$ cat src/rtl/core/tds_pkg.sv
`timescale 1ns / 1ps
package tds_pkg;

    localparam int MAX_TRIANGLES = 64;
    localparam int MAX_VERTICES  = 256;
    localparam int DEPTH_BITS    = 16;

    localparam logic OP_WRITE    = 1'b0;
    localparam logic OP_TRIANGLE = 1'b1;

    typedef enum logic [3:0] {
        S_IDLE,
        S_RD_A,
        S_RD_B,
        S_RD_C,
        S_ADD,
        S_STORE,
        S_SCAN,
        S_DRAIN,
        S_EMIT
    } t_state;

    typedef struct packed {
        logic       in_ready;
        logic [1:0] rd_sel;
        logic       acc_clr;
        logic       acc_add;
        logic       tri_store;
        logic       scan_clr;
        logic       scan_rd;
        logic       out_valid;
    } t_cmd;

    typedef struct packed {
        logic in_xfer;
        logic in_op;
        logic is_final;
        logic scan_last;
        logic out_xfer;
        logic emit_last;
    } t_status;

    localparam logic [1:0] SEL_A = 2'd0;
    localparam logic [1:0] SEL_B = 2'd1;
    localparam logic [1:0] SEL_C = 2'd2;

endpackage

$ cat src/rtl/core/tds_ctrl.sv
`timescale 1ns / 1ps
module tds_ctrl (
    input  logic             i_clk,
    input  logic             i_rst_n,
    input  tds_pkg::t_status i_status,
    output tds_pkg::t_cmd    o_cmd
);

    tds_pkg::t_state r_state;
    tds_pkg::t_state n_state;

    always_ff @(posedge i_clk) begin
        if (!i_rst_n) begin
            r_state <= tds_pkg::S_IDLE;
        end else begin
            r_state <= n_state;
        end
    end

    always_comb begin
        n_state = r_state;
        case (r_state)
            tds_pkg::S_IDLE: begin
                if (i_status.in_xfer && i_status.in_op == tds_pkg::OP_TRIANGLE) begin
                    n_state = tds_pkg::S_RD_A;
                end
            end
            tds_pkg::S_RD_A:  n_state = tds_pkg::S_RD_B;
            tds_pkg::S_RD_B:  n_state = tds_pkg::S_RD_C;
            tds_pkg::S_RD_C:  n_state = tds_pkg::S_ADD;
            tds_pkg::S_ADD:   n_state = tds_pkg::S_STORE;
            tds_pkg::S_STORE: begin
                n_state = i_status.is_final ? tds_pkg::S_SCAN : tds_pkg::S_IDLE;
            end
            tds_pkg::S_SCAN: begin
                if (i_status.scan_last) begin
                    n_state = tds_pkg::S_DRAIN;
                end
            end
            tds_pkg::S_DRAIN: n_state = tds_pkg::S_EMIT;
            tds_pkg::S_EMIT: begin
                if (i_status.out_xfer) begin
                    n_state = i_status.emit_last ? tds_pkg::S_IDLE : tds_pkg::S_SCAN;
                end
            end
            default: n_state = tds_pkg::S_IDLE;
        endcase
    end

    always_comb begin
        o_cmd = '0;
        case (r_state)
            tds_pkg::S_IDLE: o_cmd.in_ready = 1'b1;
            tds_pkg::S_RD_A: begin
                o_cmd.rd_sel  = tds_pkg::SEL_A;
                o_cmd.acc_clr = 1'b1;
            end
            tds_pkg::S_RD_B: begin
                o_cmd.rd_sel  = tds_pkg::SEL_B;
                o_cmd.acc_add = 1'b1;
            end
            tds_pkg::S_RD_C: begin
                o_cmd.rd_sel  = tds_pkg::SEL_C;
                o_cmd.acc_add = 1'b1;
            end
            tds_pkg::S_ADD: o_cmd.acc_add = 1'b1;
            tds_pkg::S_STORE: begin
                o_cmd.tri_store = 1'b1;
                o_cmd.scan_clr  = 1'b1;
            end
            tds_pkg::S_SCAN: o_cmd.scan_rd = 1'b1;
            tds_pkg::S_EMIT: begin
                o_cmd.out_valid = 1'b1;
                o_cmd.scan_clr  = 1'b1;
            end
            default: o_cmd = '0;
        endcase
    end

endmodule

$ cat config.mk
export PLATFORM = sky130hd
export DESIGN_NAME = tds_ctrl
export DESIGN_NICKNAME = d
export VERILOG_FILES = /design/src/rtl/core/tds_pkg.sv /design/src/rtl/core/tds_ctrl.sv
export SDC_FILE = /design/constraint.sdc
export NUM_CORES = 1
export LEC_CHECK = 0
export BUFFER_PORTS_ARGS = -buffer_cell sky130_fd_sc_hd__buf_2
export CORE_AREA = 2 2 39 41
export CTS_BUF_LIST = sky130_fd_sc_hd__clkbuf_8
export DETAILED_ROUTE_END_ITERATION = 7
export DIE_AREA = 0 0 41 43
export HOLD_SLACK_MARGIN = 0.02
export PLACE_DENSITY = 0.57
export REMOVE_ABC_BUFFERS = 1
export SYNTH_ARGS = -nofsm -noshare
export SYNTH_HDL_FRONTEND = slang
export SYNTH_SLANG_ARGS = --single-unit
$ cat constraint.sdc
create_clock -name i_clk -period 1.4 [get_ports i_clk]
set_input_delay 0.14 -clock i_clk [delete_from_list [all_inputs] [get_ports i_clk]]
set_output_delay 0.14 -clock i_clk [all_outputs]
set_load 0.01 [all_outputs]
==> impl_metrics.ini, run 1 <==
[run_status]
status = finished with violations
failed_checks = negative setup slack

[power_and_ir_drop]
power-per-cell-area_mw_per_mm2 = 855
leakagePower_uw = 0.000267
vdd_drop_max_uv = 422

[clock_network]
tritoncts.num_buffers = 3
cts.path.max_buffers = 2
tritoncts = yes
cts.reportedPaths.clkPinSlew_ns = 0.03
clockRootBuffer = sky130_fd_sc_hd__clkbuf_8
cts_htree_levels = 1
worstSkewPairLatency_ns = 0.21
numClockSinks = 4

[place]
globalplace.congestion = 0.745
placement.io_buffers = 16
pre_cts_slack_ns = -0.00253
post-dp-hpwl_um = 633

[setup_path]
crit_required_ns = 1.26
worstPathCellList = or4b_4 -> inv_2 -> or2_1 -> buf_2
cp_slowest_stage_delay_ns = 0.54
crit_buf_inv = 2
timing.critical_path.from_type = flip-flop
setup.worst_path.end_class = output port
worst_setup_path_class = flip-flop to output port
critPathMaxFanout = 4
cp_data_arrival_time_ns = 1.34
timing.critical_path.max_delay_family = simple AND/OR/NAND/NOR gates
cp_slowest_cell = sky130_fd_sc_hd__or4b_4

[sta]
fin_tns_setup_ns = -0.158
hold_violations = 0
layout_setup_ws_ns = -0.0825
worst_slew_margin_rel_pct = 82.6
maxSlewViolCount = 0
timing_worst_slew_pin_value_ns = 0.257
fin_crit_ns = 1.48
grt_setup_unrepaired = true
finalSetupViolations = 3
final.setup_skew_ns = 0.00405
finalCritPeriodShare_pct = 106
timing.fmax_ghz = 0.675
hold-worst-slack_ns = 0.223

[cells_and_area]
drive_gt1_share_pct = 59.1
finalNetCount = 76
area_added_between_synthesis_and_finish_pct = 66.7
antenna_cells_inserted = 0
final.fill_count = 151
layout_top_registers = r_state: 4 flops
mostFrequentLayoutCells = 14 x sky130_fd_sc_hd__buf_2, 10 x sky130_fd_sc_hd__buf_4, 4 x sky130_fd_sc_hd__nor2_1
largest_register_ff_count = 4
largest_register = r_state
most_frequent_standard_cell_in_the_layout_excluding_fill_and_tap_cells = sky130_fd_sc_hd__buf_2

[synth]
register_bit_count_reported_by_yosys = 4
synth.cell_area_sq_um = 330
yosys.area.top_type_share_pct = 24.2
post_synth_cell_types = 25
ys_top_cells_by_area = sky130_fd_sc_hd__dfxtp_1 24%, sky130_fd_sc_hd__nand2b_1 5.7%, sky130_fd_sc_hd__nor4b_1 5.3%
synth.avg_cell_area_sq_um = 8.06
synth_top_area_cell = sky130_fd_sc_hd__dfxtp_1
synthesized_instance_count = 41
synth.yosys.seq_area_share_pct = 24.2
yosysWarningCount = 0

[global_route]
antenna_violations_before_repair = 0
pin_count_of_the_biggest_net_entering_global_routing = 8
grt_pass1_wl_um = 1300
first_global_vias = 343
grt_overflow_total = 0
globalRouteTotalUtil_pct = 10.8

[die]
number_of_placed_i_o_pins = 17
die_height_um = 43
fp.dieArea_sq_mm = 0.00176
placementRows = 14
floorplan.die.width_um = 41
placeableCoreArea_sq_mm = 0.00138
initial_utilization_pct = 23.9

[routing]
avgViaCountPerCell = 4.62
post_drt_wl_per_cell_um = 10.0
detailroute.via_count = 379
wirelength_um = 820
first_iter_violations = 8
route.detailed.drc = 0
dr.pass1.iters = 2
ant_nets = 0

[hold_path]
hold_path.class = input pin to flip-flop

[flow_run]
max_cap_violations = 0
## area by class of cell
| cell class | count | area (sq um) | share of cell area (%) |
|---|---|---|---|
| Tap cell | 16 | 20.0 | 3.64 |
| Clock buffer | 3 | 41.3 | 7.50 |
| Timing Repair Buffer | 26 | 168 | 30.5 |
| Multi-Input combinational cell | 29 | 223 | 40.5 |
| Inverter | 4 | 15.0 | 2.73 |
| Sequential cell | 4 | 83.8 | 15.2 |
## Yosys cell counts
library cell                instances
sky130_fd_sc_hd__nand4bb_1          1
sky130_fd_sc_hd__nor3b_1            2
sky130_fd_sc_hd__o22a_1             1
sky130_fd_sc_hd__o21a_1             1
sky130_fd_sc_hd__a21oi_1            1
sky130_fd_sc_hd__or4b_4             1
sky130_fd_sc_hd__nor2_1             4
sky130_fd_sc_hd__nor3_1             3
sky130_fd_sc_hd__nor2_2             1
sky130_fd_sc_hd__a311oi_1           1
sky130_fd_sc_hd__or2_1              1
sky130_fd_sc_hd__or4_4              1
sky130_fd_sc_hd__nand2b_1           3
sky130_fd_sc_hd__clkbuf_1           2
sky130_fd_sc_hd__and2_0             1
sky130_fd_sc_hd__o41a_1             1
sky130_fd_sc_hd__o221a_1            1
sky130_fd_sc_hd__o221ai_1           1
sky130_fd_sc_hd__inv_1              4
sky130_fd_sc_hd__buf_2              1
sky130_fd_sc_hd__buf_6              1
sky130_fd_sc_hd__nor4b_1            2
sky130_fd_sc_hd__nand2_1            1
sky130_fd_sc_hd__dfxtp_1            4
sky130_fd_sc_hd__mux2i_1            1
## worst register-to-register path: cells and delay by family, from the launching register on
family,cells,cell delay [ns]
simple gates,1,0.55
flops,1,0.32
compound gates,2,0.41
## repair_timing
item	in CTS	in global routing
resized for setup	7	2
endpoints found under the setup margin	5	5
hold buffers	0	0
pin swaps	4	2
setup buffers	1	1
## per-layer routing
metal  global-route usage [%]  routed length, um
met1                     13.5                360
met5                        0                  0
met2                     15.9                421
met3                     3.14                 38
met4                     6.00                  0
## logic make-up after synthesis
kind of cell | synth area share, %
compound gates | 18.6
mux | 3.03
buf+inv | 11.7
flops | 24.2
simple gates | 42.4
## power by group
group | internal [uW] | switching [uW] | leakage, uW
clock network | 183 | 55.0 | 0.0000216
logic | 59.3 | 45.2 | 0.000212
registers | 121 | 7.10 | 0.0000338
## stage by stage
step	utilization (%)	instances	total power (uW)	area, sq um
2_1_floorplan	-	37	179	307
3_3_place_gp	33.7	77	224	467
3_5_place_dp	33.7	77	223	467
4_1_cts	38.4	81	481	532
5_1_grt	39.8	82	495	551
6_report	39.8	82	471	551
## worst paths after layout
check              from    endpoint  cells past startpoint  slack [ns]
min reg2reg  r_state[0]  r_state[0]                      2        0.57
max          r_state[0]    o_cmd[2]                      4       -0.08
max reg2reg  r_state[2]  r_state[1]                      3       -0.01
min             i_rst_n  r_state[3]                      3        0.22
(Power assumes the default switching activity.)
==> run 2, diff against run 1 <==
ABC_AREA = 1   (was unset)
PLACE_DENSITY = 0.56   (was 0.57)
==> run 2 against run 1 <==
The flow now finishes without violations; power down 7.2%; sequential cell count unchanged; via count down 2.1%; critical endpoint is now o_cmd[4]; worst setup slack better by 0.17 ns; die area unchanged; maximum frequency up 13%; synthesized area down 3.0%; global-route usage down 0.62 points; clock skew up 0.0016 ns; worst hold slack worse by 0.075 ns; cell count up 4.9%; sequential share of layout area up 2.8 points; critical path type unchanged.
==> impl_metrics.ini, run 2 <==
[sta]
hold-worst-slack_ns = 0.148
timing.fmax_ghz = 0.760
maxSlewViolCount = 0
hold_violations = 0
final.setup_skew_ns = 0.00569
finalCritPeriodShare_pct = 94.0
finalSetupViolations = 0
worst_slew_margin_rel_pct = 85.7
grt_setup_unrepaired = false
fin_crit_ns = 1.32
fin_tns_setup_ns = 0
timing_worst_slew_pin_value_ns = 0.212

[cells_and_area]
final_core_util_pct = 34.1
most_frequent_standard_cell_in_the_layout_excluding_fill_and_tap_cells = sky130_fd_sc_hd__buf_2
stdcell_area_sq_um = 472
layout_top_registers = r_state: 4 flops
antenna_cells_inserted = 0
final.fill_count = 157
mostFrequentLayoutCells = 16 x sky130_fd_sc_hd__buf_2, 8 x sky130_fd_sc_hd__inv_1, 7 x sky130_fd_sc_hd__nor2_1
largest_register = r_state
area_added_between_synthesis_and_finish_pct = 47.3
drive_gt1_share_pct = 52.9
largest_register_ff_count = 4
finalNetCount = 80

[routing]
first_iter_violations = 6
route.detailed.drc = 0
ant_nets = 0
post_drt_wl_per_cell_um = 8.44
dr.pass1.iters = 4
avgViaCountPerCell = 4.31
wirelength_um = 726
detailroute.via_count = 371

[place]
globalplace.congestion = 0.877
placed_area_sq_um = 420
post-dp-hpwl_um = 609
placement.io_buffers = 16

[synth]
synth_top_area_cell = sky130_fd_sc_hd__dfxtp_1
synthesized_instance_count = 51
synth.avg_cell_area_sq_um = 6.28
ys_top_cells_by_area = sky130_fd_sc_hd__dfxtp_1 25%, sky130_fd_sc_hd__inv_1 11%, sky130_fd_sc_hd__nor2_2 9.8%
register_bit_count_reported_by_yosys = 4
synth.cell_area_sq_um = 320
async_reset_ff_share_pct = 0
synth.yosys.seq_area_share_pct = 25.0
yosysWarningCount = 0
yosys.area.top_type_share_pct = 25.0
ys_top_cells_by_count = 9 x sky130_fd_sc_hd__inv_1, 7 x sky130_fd_sc_hd__nor2_1, 5 x sky130_fd_sc_hd__nand2_1, 5 x sky130_fd_sc_hd__nor2_2
synth-edff-count = 0
synthFlopType = sky130_fd_sc_hd__dfxtp_1
post_synth_cell_types = 19
synthMostInstantiatedCell = sky130_fd_sc_hd__inv_1

[clock_network]
cts_htree_levels = 1
numClockSinks = 4
tritoncts = yes
cts.path.max_buffers = 2
clockRootBuffer = sky130_fd_sc_hd__clkbuf_8
cts.reportedPaths.clkPinSlew_ns = 0.03
worstSkewPairLatency_ns = 0.22
postCtsHoldBufs = 0
tritoncts.num_buffers = 3

[run_status]
status = finished clean

[power_and_ir_drop]
power-per-cell-area_mw_per_mm2 = 926
p_sw_share_pct = 23.5
p_int_uw = 334
total_switching_power_uw = 102
leakagePower_uw = 0.000255
power.combinational.fraction_pct = 15.3
power.clock.fraction_pct = 55.1
share_seq_of_total_power_pct = 29.6
vdd_drop_max_uv = 753

[setup_path]
crit-reg2reg-launch = r_state[2]
worst-r2r-cell-count = 7
timing.critical_path.from_type = flip-flop
cp_data_arrival_time_ns = 1.18
setup.worst_path.end_class = output port
crit_required_ns = 1.26
timing.reg2reg.setup_slack_ns = 0.31
critPathMaxFanout = 7
critical_path.reg2reg.endpoint = r_state[2]
worst_setup_path_class = flip-flop to output port

[die]
placeableCoreArea_sq_mm = 0.00138
die_height_um = 43
floorplan.die.width_um = 41
initial_utilization_pct = 23.1
number_of_placed_i_o_pins = 17
fp.dieArea_sq_mm = 0.00176
placementRows = 14

[global_route]
globalRouteTotalUtil_pct = 10.2
first_global_vias = 316
antenna_violations_before_repair = 0
grt_pass1_wl_um = 1150
pin_count_of_the_biggest_net_entering_global_routing = 8
grt_overflow_total = 0

[hold_path]
hold_path.class = input pin to flip-flop
holdCritStartpoint = i_rst_n
min_delay_path_depth = 2
hold-path-endpoint = r_state[3]

[flow_run]
max_cap_violations = 0
## run 2: cell count changes after synthesis, moves of 3 or more
cell	before	now
sky130_fd_sc_hd__inv_1	4	9
sky130_fd_sc_hd__nand2_1	1	5
sky130_fd_sc_hd__nand3_1	0	4
sky130_fd_sc_hd__nor2_2	1	5
sky130_fd_sc_hd__nand2b_1	3	0
sky130_fd_sc_hd__nor2_1	4	7
## run 2: logic make-up (layout without fill, tap and decap cells)
logic type | Yosys count | count (layout) | synth area share, %
compound gates | 8 | 8 | 15.6
buf+inv | 11 | 30 | 12.9
flops | 4 | 4 | 25.0
simple gates | 28 | 28 | 46.5
## run 2: final cells by class
cell class / instances / area (sq um) / share of cell area [%]
clock buffer: 3 / 41.3 / 8.75
multi-input combinational: 36 / 204 / 43.2
timing repair buffer: 16 / 80.1 / 17.0
tap: 16 / 20.0 / 4.24
sequential: 4 / 85.1 / 18.0
inverter: 11 / 41.3 / 8.75
## run 2: repair_timing
item	4_1_cts	5_1_grt
setup endpoints to repair	1	2
resized for setup	3	3
pin swaps	0	1
buffers inserted	0	0
## run 2: stage by stage
step | cells | setup slack, ns | total power, uW
3_5_place_dp | 83 | 0.169 | 195
6_report | 86 | 0.0836 | 437
2_1_floorplan | 51 | 0.263 | 171
4_1_cts | 86 | 0.00524 | 442
5_1_grt | 86 | 0.00162 | 462
3_3_place_gp | 83 | 0.199 | 196
## run 2: how the worst max path moves through the flow
| stage | start | to | cells after the start |
|---|---|---|---|
| 2_1_floorplan | r_state[1] | o_cmd[4] | 5 |
| 4_1_cts | r_state[3] | o_cmd[4] | 5 |
| 3_3_place_gp | r_state[3] | o_cmd[4] | 5 |
| 6_report | r_state[0] | o_cmd[4] | 5 |
| 3_5_place_dp | r_state[3] | o_cmd[4] | 5 |
| 5_1_grt | r_state[3] | o_cmd[4] | 5 |
## run 2: worst max-delay path: stages, from the launching register on
cell and delay (ns):
sky130_fd_sc_hd__dfxtp_2 0.40, sky130_fd_sc_hd__nor2_2 0.08, sky130_fd_sc_hd__nand2_1 0.08, sky130_fd_sc_hd__o21ai_2 0.06
sky130_fd_sc_hd__or2_1 0.20, sky130_fd_sc_hd__buf_2 0.13
## run 2: power groups by stage
stage	logic [uW]	clock network (uW)	registers, uW
2_1_floorplan	43.7	0	127
3_3_place_gp	66.9	0	129
3_5_place_dp	66.2	0	129
4_1_cts	66.6	247	128
5_1_grt	75.2	257	130
6_report	66.9	241	129
## run 2: layer usage
metal  GRT usage (%)  wire, um  up-vias
met5               0         0        -
met4            8.00        19        0
met2            13.8       312       16
li1                -         -      200
met1            11.8       325      153
met3            4.71        68        2
